$ cat src/hdl/sdv_pkg.sv
// Shared types, constants and helpers of the smooth damp block.
package sdv_pkg;

  localparam int FRAC_BITS_DEF = 16;
  localparam int DT_BITS       = 16;
  localparam int VW            = 32;
  localparam int CFG_W         = 31;
  localparam int MUL_W         = 34;
  localparam int PROD_W        = 2 * MUL_W;
  localparam int DIV_W         = 64;
  localparam int DEN_W         = 33;
  localparam int DACC_W        = 34;
  localparam int ROOT_W        = 33;
  localparam int IDX_W         = 2;
  localparam int AXES          = 3;

  localparam logic [IDX_W-1:0] REG_SMOOTH_TIME = IDX_W'(0);
  localparam logic [IDX_W-1:0] REG_MAX_SPEED   = IDX_W'(1);

  localparam logic [CFG_W-1:0] SMOOTH_TIME_RST = CFG_W'(19661);
  localparam logic [CFG_W-1:0] MAX_SPEED_RST   = '1;

  typedef logic signed [VW-1:0]     q_t;
  typedef logic signed [MUL_W-1:0]  mop_t;
  typedef logic signed [PROD_W-1:0] prod_t;

  localparam prod_t Q_MAX = prod_t'(64'sd2147483647);
  localparam prod_t Q_MIN = -Q_MAX - prod_t'(1);

  typedef struct packed {
    logic              start;
    logic [DIV_W-1:0]  num;
    logic [DEN_W-1:0]  den;
  } div_req_t;

  typedef struct packed {
    logic              start;
    logic [DIV_W-1:0]  val;
  } sqrt_req_t;

  typedef enum logic [5:0] {
    ST_IDLE, ST_OMEGA_GO, ST_OMEGA_WT,
    ST_X, ST_XS, ST_X2, ST_X2S, ST_X3, ST_X3S,
    ST_K1, ST_K1S, ST_K2, ST_K2S, ST_DEC_GO, ST_DEC_WT,
    ST_LIM, ST_LIMS, ST_LL, ST_LLS, ST_SQ, ST_SQS, ST_CMP,
    ST_SQRT_GO, ST_SQRT_WT, ST_QM, ST_QD_GO, ST_QD_WT,
    ST_A1, ST_A1S, ST_A2, ST_A2S, ST_A3, ST_A3S, ST_A4, ST_A4S, ST_A5, ST_A5S,
    ST_DOT, ST_DOTS, ST_FIN
  } sdv_state_t;

  function automatic q_t sat32(input prod_t v);
    q_t res;
    if (v > Q_MAX) begin
      res = q_t'(Q_MAX[VW-1:0]);
    end else if (v < Q_MIN) begin
      res = q_t'(Q_MIN[VW-1:0]);
    end else begin
      res = q_t'(v[VW-1:0]);
    end
    return res;
  endfunction

endpackage

$ cat src/hdl/sdv_mul.sv
// Shared signed multiplier with registered product.
module sdv_mul (
  input  logic          clk,
  input  sdv_pkg::mop_t mul_a,
  input  sdv_pkg::mop_t mul_b,
  output sdv_pkg::prod_t prod_r
);
  import sdv_pkg::*;

  always_ff @(posedge clk) begin
    prod_r <= prod_t'(mul_a) * prod_t'(mul_b);
  end

endmodule

$ cat config.mk
export PLATFORM = sky130hd
export DESIGN_NAME = sdv_mul
export DESIGN_NICKNAME = d
export VERILOG_FILES = /design/src/hdl/sdv_pkg.sv /design/src/hdl/sdv_mul.sv
export SDC_FILE = /design/constraint.sdc
export NUM_CORES = 2
export LEC_CHECK = 0
export ABC_CLOCK_PERIOD_IN_PS = 12560
export BUFFER_PORTS_ARGS = -buffer_cell sky130_fd_sc_hd__buf_4
export CORE_MARGIN = 3
export CORE_UTILIZATION = 50
export DETAILED_ROUTE_END_ITERATION = 12
export GPL_TIMING_DRIVEN = 0
export PLACE_DENSITY_LB_ADDON = 0.05
export SLEW_MARGIN = 20
export SYNTH_ARGS = -nofsm -noshare
export SYNTH_HDL_FRONTEND = slang
export SYNTH_SLANG_ARGS = --single-unit
$ cat constraint.sdc
create_clock -name clk -period 12.56 [get_ports clk]
set_clock_uncertainty 0.2 [all_clocks]
set_input_delay 2.512 -clock clk [delete_from_list [all_inputs] [get_ports clk]]
set_output_delay 2.512 -clock clk [all_outputs]
set_load 0.02 [all_outputs]
# --- After elaboration in Yosys (flattened, before gate mapping) ---
# Cells that the tools add are included.
classes:
  multipliers: 1
op_table:
  columns: ["op", "count"]
  rows:
  - ["$mul 34x34->68", 1]
totals:
  output_inout_bits: 68
  register_bits: 68
  wordCells: 2
  input_bits: 69

# --- Logic depth before layout (Yosys ltp) ---
depth:
  word_depth: 1
  ltp_mapped: 31
  mapped_depth_nobuf: 29

# --- Least setup slack after synthesis ---
# Ideal clock, no wire load.
synth_timing:
  kind: "input to register"
  start: "input mul_a[33]"
  end: "register prod_r[65]"
  required_time_ns: 12.288
  path_slack_ns: 2.358
  arrival_ns: 9.930
  stages: 24
  setup_time_ns: 0.072
  cell_sequence: "clkbuf_1 > nand2_1 > inv_1 > fa_1 > fa_1 > fa_1 > fa_1 > inv_1 > fa_1 > fa_1 > fa_1 > fa_1 > inv_1 > ha_1 > clkdlybuf4s50_2 > nand3_1 > or2_2 > nor2_1 > a221oi_1 > o21ai_0 > a31oi_2 > nor2_2 > o41ai_2 > xnor2_1"
synth_via:
  elab_chain_len: 1
synth_lines:
  columns: ["item", "line_no", "rtl"]
  rows:
  - ["start: declaration", "sdv_mul.sv:4", "input sdv_pkg::mop_t mul_a,"]
  - ["$mul 34x34->68", "sdv_mul.sv:11", "prod_r <= prod_t'(mul_a) * prod_t'(mul_b);"]
  - ["end signal: assignment", "sdv_mul.sv:11", null]
  - ["end: declaration", "sdv_mul.sv:6", "output sdv_pkg::prod_t prod_r"]
# No other way between the ends.

# --- Final worst setup path ---
layout_timing:
  start: "input mul_a[33]"
  end: "register prod_r[66]"
# Same word-level chain as after synthesis.

==> flow_summary.rst <==
.. list-table::
   :header-rows: 1

   * - Metric
     - Value
   * - Status
     - finished clean
   * - Filler instances
     - 8116
   * - Total detailed-routing wirelength
     - around 160000 um
   * - Buffer levels on the longest clock path
     - 2
   * - Floorplan Core Area
     - roughly 0.084 mm2
   * - Num Clock Sinks
     - slightly below 70
   * - Total of endpoints with negative setup slack in the final report
     - 0
   * - Final clock period utilization by the worst path
     - 96.5%
   * - Total nets after synthesis
     - between 6k and 7k
   * - Worst-path cell chain
     - buf_4 > clkbuf_1 > nand2_1 > fa_1 > fa_1 > fa_1 > inv_1 > fa_1 > fa_1 > fa_1 > fa_1 > inv_1 > fa_1 > inv_1 > ha_1 > a21oi_1 > o21a_1 > o21ai_0 > a221oi_1 > o41ai_1 > a31oi_4 > o31ai_4 > a221oi_2 > xnor2_1
   * - Chip Height
     - around 300 um
   * - Root buffer cell
     - sky130_fd_sc_hd__clkbuf_16
   * - Count of port buffers added during placement
     - 130
   * - CP required
     - 12.72 ns
   * - Leading cell types in the layout, fill and taps excluded
     - sky130_fd_sc_hd__fa_1, sky130_fd_sc_hd__inv_1, sky130_fd_sc_hd__and2_1
   * - Post-CTS setup-driven buffer insertion count
     - 0
   * - Post-synth EDFFs
     - 0
   * - Arrival time at the worst endpoint
     - 12.28 ns
   * - Final Slew Violations
     - 0
   * - Post-Syn Instances
     - about 4.6k
   * - TritonCTS clock tree
     - done
   * - Crit Path Class
     - input port to register
   * - Number of buffers inserted for hold repair after clock tree synthesis
     - 0
   * - Vias in the first global route
     - around 35k
   * - Share of final-layout standard cells stronger than drive strength 1
     - about 4.4%
   * - Async set or reset register ratio after synthesis
     - 0%
   * - Worst relative slew slack
     - 10.4%
   * - Number of cells on the worst hold path
     - 2
   * - Final-stage net count
     - slightly above 6k
   * - Hold Path Class
     - input port to register
   * - Most flop-heavy register
     - prod_r
   * - Slew at the pin with the worst max-slew slack
     - approximately 1.3 ns
   * - Total non-filler cell area in the finished layout
     - 0.0459 mm2
   * - Cts bufs inserted
     - 9
   * - # H-tree levels
     - 3
   * - Category of the worst setup path launch point
     - input port
   * - Synthesized flop and latch total
     - between 60 and 70
   * - Site Rows
     - 106
   * - Number of maximum-capacitance constraint violations
     - 0
   * - Unrepaired setup endpoints after global routing
     - no
   * - Layout Area Growth over Synthesis
     - 6.58%
   * - Post-detailed-route wirelength per cell
     - around 27 um
   * - Clk slew on worst S/H paths
     - 0.08 ns
   * - First-pass GRT wire length
     - 237000 um
   * - Number of detailed-routing iterations run before antenna repair
     - 5
   * - Global-route usage over all layers
     - a little under two fifths
   * - Cell seen most often among critical-path stages
     - sky130_fd_sc_hd__fa_1
   * - Commonest non-fill, non-tap cell in the layout
     - sky130_fd_sc_hd__fa_1
   * - Final worst path period need
     - 12.12 ns
   * - Final hold slack
     - about 2.2 ns
   * - I/O pin count
     - between 100 and 150
   * - Worst setup EP type
     - register
   * - Count of instances resized after the clock tree is built
     - 0
   * - Final critical-path setup slack
     - 0.441 ns
   * - Die W
     - 299 um
   * - Mapped cell area
     - about 0.043 mm2
   * - FMAX
     - between 80 and 90 MHz
   * - Total count of hold-check failures in the final report
     - 0
   * - Vias post-DR
     - around 32k
   * - YS warnings
     - 0
   * - Crit path to
     - prod_r[66]
   * - Worst-case setup slack after placement
     - -0.0202 ns
   * - Slowest cell on the critical path
     - sky130_fd_sc_hd__clkbuf_1
   * - Antenna viol nets, final
     - 0
   * - CP peak stage delay
     - 0.89 ns
   * - DRC violations left
     - 0
   * - Post-synthesis area per instance
     - about 9.4 um2
   * - Placement-stage cell area
     - approximately 0.045 mm2
   * - Final estimated routing congestion in global placement
     - between 1 and 1.5
   * - Number of unique standard cell types used by synthesis
     - 69
   * - Largest fanout on the critical path
     - 10
   * - Portion of the post-synthesis area used by sequential elements
     - about 3.2%
   * - DIE AREA
     - between 0.08 and 0.09 mm2
   * - Largest net degree at the start of global routing
     - 18
   * - Post-detailed-placement half-perimeter wirelength
     - ~140000 um
   * - Grt ovf
     - 0
   * - Worst setup path start
     - mul_a[33]
   * - Registers with the most flip-flops
     - prod_r: 68 flops
   * - Max reg flops
     - slightly below 70
   * - Dominant synthesized flop cell
     - sky130_fd_sc_hd__dfxtp_1
   * - Startpoint of the lowest-slack hold path
     - mul_a[0]
   * - Number of antenna violations at the first check in global routing
     - 27
   * - Starting DRC count in detailed routing
     - roughly 2.9k
   * - Vias per inst
     - around 5.4
   * - Starting Density
     - between 50% and 60%
==> per-layer routing <==
layer / part of all wire, % / wire (um) / up-vias / global-route usage [%]
met5: 0.042 / 68 / - / 0
met4: 7.1 / 11300 / 10 / 22.3
met3: 9.7 / 15600 / 425 / 9.33
met2: 45 / 72100 / 1695 / 56.7
met1: 38 / 61500 / 16700 / 49.0
li1: - / - / 13100 / -
==> cells by family after synthesis <==
logic type                 Yosys count  share of synthesized area, %
adders and majority gates         1445                          63.7
and+or+nand+nor                   1296                          15.4
AOI/OAI and AO/OA                  206                          3.35
buffers and inverters             1460                          12.8
xor gates and xnor gates            79                          1.61
DFF                                 68                          3.16
==> worst max-delay path: cells and delay by family <==
kind | cells | cell delay [ns]
adders and majority gates | 9 | 5.01
and+or+nand+nor | 1 | 0.30
AOI/OAI and AO/OA | 8 | 2.96
buffers and inverters | 5 | 1.29
xor gates and xnor gates | 1 | 0.15
==> worst min-delay path by stage <==
stage	endpoint	slack (ns)
final	prod_r[0]	2.22
after global routing	prod_r[0]	2.23
after CTS	prod_r[0]	2.20
after detailed placement	prod_r[0]	2.64
after global placement	prod_r[0]	2.65
after floorplan	prod_r[0]	2.44
==> metrics by stage <==
stage / util, % / setup TNS, ns / std cells
floorplan: - / 0 / 4554
CTS: 54.2 / 0 / 5836
global placement: 53.8 / -0.175 / 5818
detailed placement: 53.8 / -0.0202 / 5820
finish: 54.3 / 0 / 5861
global route: 54.2 / 0 / 5841
==> final cells by class <==
class / instances / area (um2) / area share, %
clock buffers: 9 / 225 / 0.491
multi-input cells: 3026 / 36100 / 78.8
plain buffers: 228 / 916 / 2.00
diodes: 24 / 60.1 / 0.131
flip-flops and latches: 68 / 1360 / 2.97
clock inverters: 7 / 75.1 / 0.164
inverters: 1232 / 4620 / 10.1
repair buffers: 133 / 1030 / 2.25
well taps: 1134 / 1420 / 3.09
==> synthesized netlist by cell type (all sizes together), types with 4 or more instances <==
library cell  number  share of area, %
xnor2             56               1.1
nand2b            20              0.29
nor2              56              0.50
nand2            542               4.7
a21o              37              0.65
inv             1231                11
or2                4             0.058
nor2b              9              0.13
a211oi             7              0.13
fa              1241                58
o41ai              6              0.17
a31oi             10              0.21
ha               204               5.9
and3               8              0.13
nand3             11              0.13
nor3               5             0.058
o21ai             41              0.52
a21oi             63              0.75
a221oi             4             0.096
xor2              23              0.47
dfxtp             68               3.2
o21a               4             0.070
clkbuf           217               1.9
nand4             11              0.16
and2             623               9.1
o21bai            12              0.21
buf                9              0.14
Power is left out: the tool's default activity adds up to more than one toggle a clock period on the data nets, which glitch-free logic cannot reach.
