==> config.mk <==
export PLATFORM = sky130hd
export DESIGN_NAME = sdv_div
export DESIGN_NICKNAME = d
export VERILOG_FILES = /design/src/hdl/sdv_pkg.sv /design/src/hdl/sdv_div.sv
export SDC_FILE = /design/constraint.sdc
export NUM_CORES = 1
export LEC_CHECK = 0
export BUFFER_PORTS_ARGS = -buffer_cell sky130_fd_sc_hd__buf_4
export CAP_MARGIN = 20
export CORE_MARGIN = 2
export CORE_UTILIZATION = 40
export DETAILED_ROUTE_END_ITERATION = 7
export PLACE_DENSITY = 0.72
export RECOVER_POWER = 25
export SYNTH_ARGS = -nofsm -noshare
export SYNTH_HDL_FRONTEND = slang
export SYNTH_SLANG_ARGS = --single-unit
export TNS_END_PERCENT = 5
==> constraint.sdc <==
create_clock -name clk -period 3.7 [get_ports clk]
set_input_delay 0.74 -clock clk [delete_from_list [all_inputs] [get_ports clk]]
set_output_delay 0.74 -clock clk [all_outputs]
set_load 0.01 [all_outputs]
==> src/hdl/sdv_pkg.sv <==
// Shared types, constants and helpers of the smooth damp block.
package sdv_pkg;

  localparam int FRAC_BITS_DEF = 16;
  localparam int DT_BITS       = 16;
  localparam int VW            = 32;
  localparam int CFG_W         = 31;
  localparam int MUL_W         = 34;
  localparam int PROD_W        = 2 * MUL_W;
  localparam int DIV_W         = 64;
  localparam int DEN_W         = 33;
  localparam int DACC_W        = 34;
  localparam int ROOT_W        = 33;
  localparam int IDX_W         = 2;
  localparam int AXES          = 3;

  localparam logic [IDX_W-1:0] REG_SMOOTH_TIME = IDX_W'(0);
  localparam logic [IDX_W-1:0] REG_MAX_SPEED   = IDX_W'(1);

  localparam logic [CFG_W-1:0] SMOOTH_TIME_RST = CFG_W'(19661);
  localparam logic [CFG_W-1:0] MAX_SPEED_RST   = '1;

  typedef logic signed [VW-1:0]     q_t;
  typedef logic signed [MUL_W-1:0]  mop_t;
  typedef logic signed [PROD_W-1:0] prod_t;

  localparam prod_t Q_MAX = prod_t'(64'sd2147483647);
  localparam prod_t Q_MIN = -Q_MAX - prod_t'(1);

  typedef struct packed {
    logic              start;
    logic [DIV_W-1:0]  num;
    logic [DEN_W-1:0]  den;
  } div_req_t;

  typedef struct packed {
    logic              start;
    logic [DIV_W-1:0]  val;
  } sqrt_req_t;

  typedef enum logic [5:0] {
    ST_IDLE, ST_OMEGA_GO, ST_OMEGA_WT,
    ST_X, ST_XS, ST_X2, ST_X2S, ST_X3, ST_X3S,
    ST_K1, ST_K1S, ST_K2, ST_K2S, ST_DEC_GO, ST_DEC_WT,
    ST_LIM, ST_LIMS, ST_LL, ST_LLS, ST_SQ, ST_SQS, ST_CMP,
    ST_SQRT_GO, ST_SQRT_WT, ST_QM, ST_QD_GO, ST_QD_WT,
    ST_A1, ST_A1S, ST_A2, ST_A2S, ST_A3, ST_A3S, ST_A4, ST_A4S, ST_A5, ST_A5S,
    ST_DOT, ST_DOTS, ST_FIN
  } sdv_state_t;

  function automatic q_t sat32(input prod_t v);
    q_t res;
    if (v > Q_MAX) begin
      res = q_t'(Q_MAX[VW-1:0]);
    end else if (v < Q_MIN) begin
      res = q_t'(Q_MIN[VW-1:0]);
    end else begin
      res = q_t'(v[VW-1:0]);
    end
    return res;
  endfunction

endpackage

==> src/hdl/sdv_div.sv <==
// Restoring unsigned divider, one quotient bit per cycle.
module sdv_div (
  input  logic                      clk,
  input  logic                      rst_n,
  input  sdv_pkg::div_req_t         req,
  output logic                      busy,
  output logic [sdv_pkg::DIV_W-1:0] quot
);
  import sdv_pkg::*;

  localparam int CNT_W = $clog2(DIV_W);

  logic             busy_r;
  logic [CNT_W-1:0] cnt_r;
  logic [DIV_W-1:0] num_r, num_nxt;
  logic [DEN_W-1:0] rem_r, rem_nxt, den_r;
  logic [DEN_W:0]   rem_sh;
  logic             qbit;

  always_comb begin
    rem_sh = {rem_r, num_r[DIV_W-1]};
    qbit   = (rem_sh >= {1'b0, den_r});
    if (qbit) begin
      rem_nxt = DEN_W'(rem_sh - {1'b0, den_r});
    end else begin
      rem_nxt = rem_sh[DEN_W-1:0];
    end
    num_nxt = {num_r[DIV_W-2:0], qbit};
  end

  always_ff @(posedge clk) begin
    if (!rst_n) begin
      busy_r <= 1'b0;
      cnt_r  <= '0;
    end else if (req.start) begin
      busy_r <= 1'b1;
      cnt_r  <= CNT_W'(DIV_W - 1);
    end else if (busy_r) begin
      if (cnt_r == '0) begin
        busy_r <= 1'b0;
      end
      cnt_r <= cnt_r - CNT_W'(1);
    end
  end

  always_ff @(posedge clk) begin
    if (req.start) begin
      num_r <= req.num;
      den_r <= req.den;
      rem_r <= '0;
    end else if (busy_r) begin
      num_r <= num_nxt;
      rem_r <= rem_nxt;
    end
  end

  assign busy = busy_r;
  assign quot = num_r;

endmodule

Word level (Yosys, flattened, before mapping)

Cells that the tools add are included.

Register bits: 137
Input port bits: 100
Output and inout bits: 65
Word-level logic and storage cells: 18

$add $sub $neg: 2
$lt $le $gt $ge: 1
Muxes and demuxes: 8
Reduce and logical (&&, ||, !) cells: 2

Operator list:

| operator            | number |
|---|---|
| $mux 64             | 2 |
| $ge 34x33->1        | 1 |
| $mux 33             | 1 |
| $sub 33x33->33      | 1 |
| $mux 6              | 2 |
| $logic_not 6->1     | 1 |
| $sub 6x1->6 const B | 1 |
| $mux 1              | 3 |
| $reduce_bool 2->1   | 1 |

Longest topological paths before layout

Depth after elaboration: 4
Mapped depth: 15
Depth with buffers taken out: 13

Worst setup path before layout

OpenSTA, ideal clock, no wires.

Path kind: register to register
From: register num_r[63], in the netlist quot[63]
To: register rem_r[30]
Setup time: 86 ps
Data arrival time: 2611 ps
Data required time: 3614 ps
Path slack: 1004 ps
Stages on the path, launching flop included: 14
Buffers on the path: 0
Period minus slack after synthesis: 2696 ps
Path through: edfxtp_1 -> inv_1 -> ha_1 -> inv_1 -> fa_1 -> a21oi_1 -> o211ai_1 -> o211ai_1 -> and2_1 -> o311ai_1 -> a211oi_1 -> xnor2_1 -> mux2i_1 -> a211oi_1

Longest elaborated chain between the ends: 2
Elaborated cells between the ends (all ways): 3
Those cells by class: add/sub: 1; order compare: 1; mux: 1

Ends and longest elaborated chain:

| what                                                  | RTL line                     | text |
|---|---|---|
| start, declared                                       | sdv_div.sv:15                | `logic [DIV_W-1:0] num_r, num_nxt;` |
| start signal, assigned                                | sdv_div.sv:48                | `num_r <= req.num;` |
| start signal, assigned                                | sdv_div.sv:52                | `num_r <= num_nxt;` |
| $sub 33x33->33 / $ge 34x33->1 (equally long branches) | sdv_div.sv:24, sdv_div.sv:22 |  |
| $mux 33 (*)                                           | sdv_div.sv:23                | `if (qbit) begin` |
| end signal, assigned                                  | sdv_div.sv:53                | `rem_r <= rem_nxt;` |
| end, declared                                         | sdv_div.sv:16                | `logic [DEN_W-1:0] rem_r, rem_nxt, den_r;` |

Every way passes the cells marked *; elsewhere a longest branch is shown, timed or not.
A chain may end at the register's enable or synchronous reset.

Final worst setup path

From: input req[97] in the netlist's numbering
To: register num_r[3], in the netlist quot[3] (data pin)

Longest elaborated chain between the ends: 1

Ends and longest elaborated chain:

| what            | RTL line      | text |
|---|---|---|
| start, declared | sdv_div.sv:5  | `input sdv_pkg::div_req_t req,` |
| $mux 64         | sdv_div.sv:47 | `if (req.start) begin` |

Every way passes these cells.

==> results.md <==
* Standard-cell rows at 49
* Count of flip-flops with a built-in enable after synthesis at 97
* Number of CTS-inserted buffers at 17
* Worst clock skew at 0.0186 ns
* Primary flip-flop cell chosen by synthesis mapping: edfxtp_1
* Total global routing overflow at 0
* Mean Syn Cell Area at 10.7 um2
* Combinational family with the most area after synthesis: compound AO/OA/AOI/OAI gates
* H-Tree Level Count at 4
* Post-Synth Simple-Gate Area at 11.3%
* Buffer levels on the longest clock path at 2
* Overall track demand over capacity in global routing at 19.0%
* Total setup buffers inserted after CTS at 0
* Floorplan die area at 0.0195 mm2
* Post-detailed-placement half-perimeter wirelength at 13200 um
* Endpoint of the worst hold path: rem_r[14]
* TritonCTS clock tree: done
* Count of max-cap constraint violations at 1
* Data arrival, critical path at 3.34 ns
* Clock tree root buffer cell: clkbuf_16
* Wire per inst at 16.4 um
* Cell types with the highest counts after synthesis: edfxtp_1 (97), mux2_2 (65), nand2_1 (61), nor2_1 (61), a21oi_1 (48)
* Number of global-route vias before repair at 5849
* Number of antenna repair diodes at 0
* Number of placed I/O pins at 165
* Final period util at 85.1%
* Post-synthesis register bit count at 137
* Finish-stage setup viols at 0
* Via density per instance at 5.23
* Clock insertion delay at the later pin of the skew report at 0.43 ns
* Fraction of the mapped netlist area in compound gates at 13.0%
* Fin Setup TNS at 0 ns
* Number of cells traversed by the worst hold path at 2
* Cts hold-fix bufs at 0
* Run status: finished with violations
* Largest vdd supply drop at 0.359 mV
* Register-to-register setup slack at 0.57 ns
* Final Instance Area at 0.00942 mm2
* Async S/R FF share, synth at 0%
* GP Congestion at 0.892
* Cell area after technology mapping at 0.00736 mm2
* Area occupied by multi-input gates at 0.00334 mm2
* Max-slew violation count at 43
* Period minus WS final at 3.15 ns
* Reg-to-Reg End: rem_r[11]
* Top area cells in the synthesized netlist: edfxtp_1 (40%), dfxtp_1 (11%), mux2_2 (9.9%)
* Die boundary width at 140 um
* Portion of the post-synthesis area used by sequential elements at 50.5%
* Power density cells at 475 mW/mm2
* Post-synthesis mux area share at 11.2%
* Effective utilization at floorplan at 40.8%
* FF+latch area at 0.00371 mm2
* Leakage power at 3.90 nW
* First drt pass iteration count at 5
* Die span in y at 140 um
* Cell with the most instances after synthesis: edfxtp_1
* Share of cells above drive strength 1 at 32.3%
* Number of nets at the end of the flow at 992
* Number of routed nets with antenna violations at 0
* Global-route wire length before repair at 29400 um
* Placement Cell Area at 0.00885 mm2
* Post-synth top area share at 39.6%
* Adder-cell share of the synthesized area at 6.22%
* PnR Total Power at 4.48 mW
* Area of the core at 0.0180 mm2
* Fraction of synthesized cell area in xor and xnor cells at 3.69%
* Clock transition at the register clock pins on the worst setup and hold paths after CTS at 0.07 ns
* Count of cell types in the netlist at 51
* First DRT Iteration DRCs at 367
* Overall via count from detail_route at 5740
* Slew at the pin with the worst max-slew slack at 2.29 ns
* Synthesized instance count at 690
* Required arrival time at the worst endpoint at 3.88 ns
* Maximum fanout along the worst path at 42
* Worst relative slew slack at -52.6%
* Largest net degree at the start of global routing at 43
* Critical path startpoint category: input pin
* Residual DRC count at 0
* Hold Violations, Final at 0
* Number of resized instances in the post-cts repair step at 0
* Clock sink total at 137
* Total routed wirelength at 18000 um
* Fmax at 0.317 GHz
* Syn nets at 826
* Syn. warnings at 0
* Type of destination of the critical path: flip-flop
* Worst-case setup slack after placement at 0.598 ns
* Number of fillers in the final layout at 1631
* Unrepaired setup endpoints after global routing: false
* Category of the critical setup timing path: in -> reg
* Number of antenna violations at the first check in global routing at 0
* Library cell with the largest summed area after synthesis: edfxtp_1
* Smallest setup slack after layout at 0.550 ns
* Reg2reg path depth at 14
* Source of the worst register-to-register timing path: quot[63]
* Area Overhead vs Synth at 28.1%
* Classification of the worst-slack hold path: reg -> reg
* Launch instance of the worst min-delay path: rem_r[13]
* Violations in the final reports: capacitance limit, slew limit
* Port buffer count at 164
## per-stage QoR
step           std cells  hold slack, ns  util (%)
6_report            1098           0.493      52.3
5_1_grt             1098           0.486      52.3
4_1_cts             1098           0.469      52.3
3_5_place_dp        1066           0.492      49.1
3_3_place_gp        1066           0.481      49.1
2_1_floorplan        690           0.463         -
## flip-flops by register name, indices dropped and copies added (netlist names)
register / flops
busy: 1
cnt_r: 6
den_r: 33
quot: 64
rem_r: 33
## layer usage
layer	vias up	track usage, %	share of wire (%)	wire, um
li1	2852	-	-	-
met1	2662	23.7	44	7850
met2	205	30.4	47	8390
met3	21	7.05	8.5	1530
met4	0	6.47	1.5	269
met5	-	0	0	0
## power by group
part / total, mW / switching, mW / internal [mW]
Clock: 1.69 / 0.739 / 0.951
Sequential: 1.89 / 0.0861 / 1.81
Combinational: 0.892 / 0.463 / 0.429
## worst max path at each step
stage	start	end	slack [ns]	depth (start not counted)
after floorplan	quot[63]	rem_r[30]	1.00	13
after global placement	quot[63]	rem_r[23]	0.76	13
after detailed placement	quot[63]	rem_r[19]	0.60	13
after CTS	quot[63]	rem_r[11]	0.58	14
after global routing	quot[63]	rem_r[22]	0.24	13
final	req[97]	quot[3]	0.55	3
## kinds of logic (layout without fill, tap and decap cells)
| kind of cell | count (synthesis) | after routing |
|---|---|---|
| AOI/OAI and AO/OA | 151 | 151 |
| DFF | 137 | 137 |
| adders and majority gates | 36 | 36 |
| xor gates and xnor gates | 31 | 31 |
| muxes | 74 | 74 |
| and+or+nand+nor | 184 | 184 |
| buffers and inverters | 77 | 256 |
## cell usage in the layout (no fill, tap or decap), types with 6 or more instances in the layout
cell,count
a311oi_1,15
nand2b_1,7
a211oi_1,17
a21o_1,6
nand2_1,61
inv_1,47
nor3_1,11
ha_1,35
xor2_1,13
dfxtp_1,39
mux2_2,65
o21ai_0,32
clkbuf_4,33
mux2i_1,9
xnor2_1,18
nor2_1,61
a21oi_1,48
inv_6,6
o21bai_1,6
nand3_1,13
buf_4,143
edfxtp_1,97
clkbuf_16,17
o21a_1,6
## critical path, stage by stage
cell and delay, ns:
clkbuf_1 1.59, buf_4 0.57, mux2_2 0.39
## cell type report
class / instances / share of cell area, %
sequential: 137 / 39.4
multi-input combinational: 476 / 35.5
timing repair buffer: 177 / 14.1
clock buffer: 17 / 4.51
tap: 229 / 3.04
inverter: 47 / 1.87
clock inverter: 15 / 1.63
(Power assumes the default switching activity.)
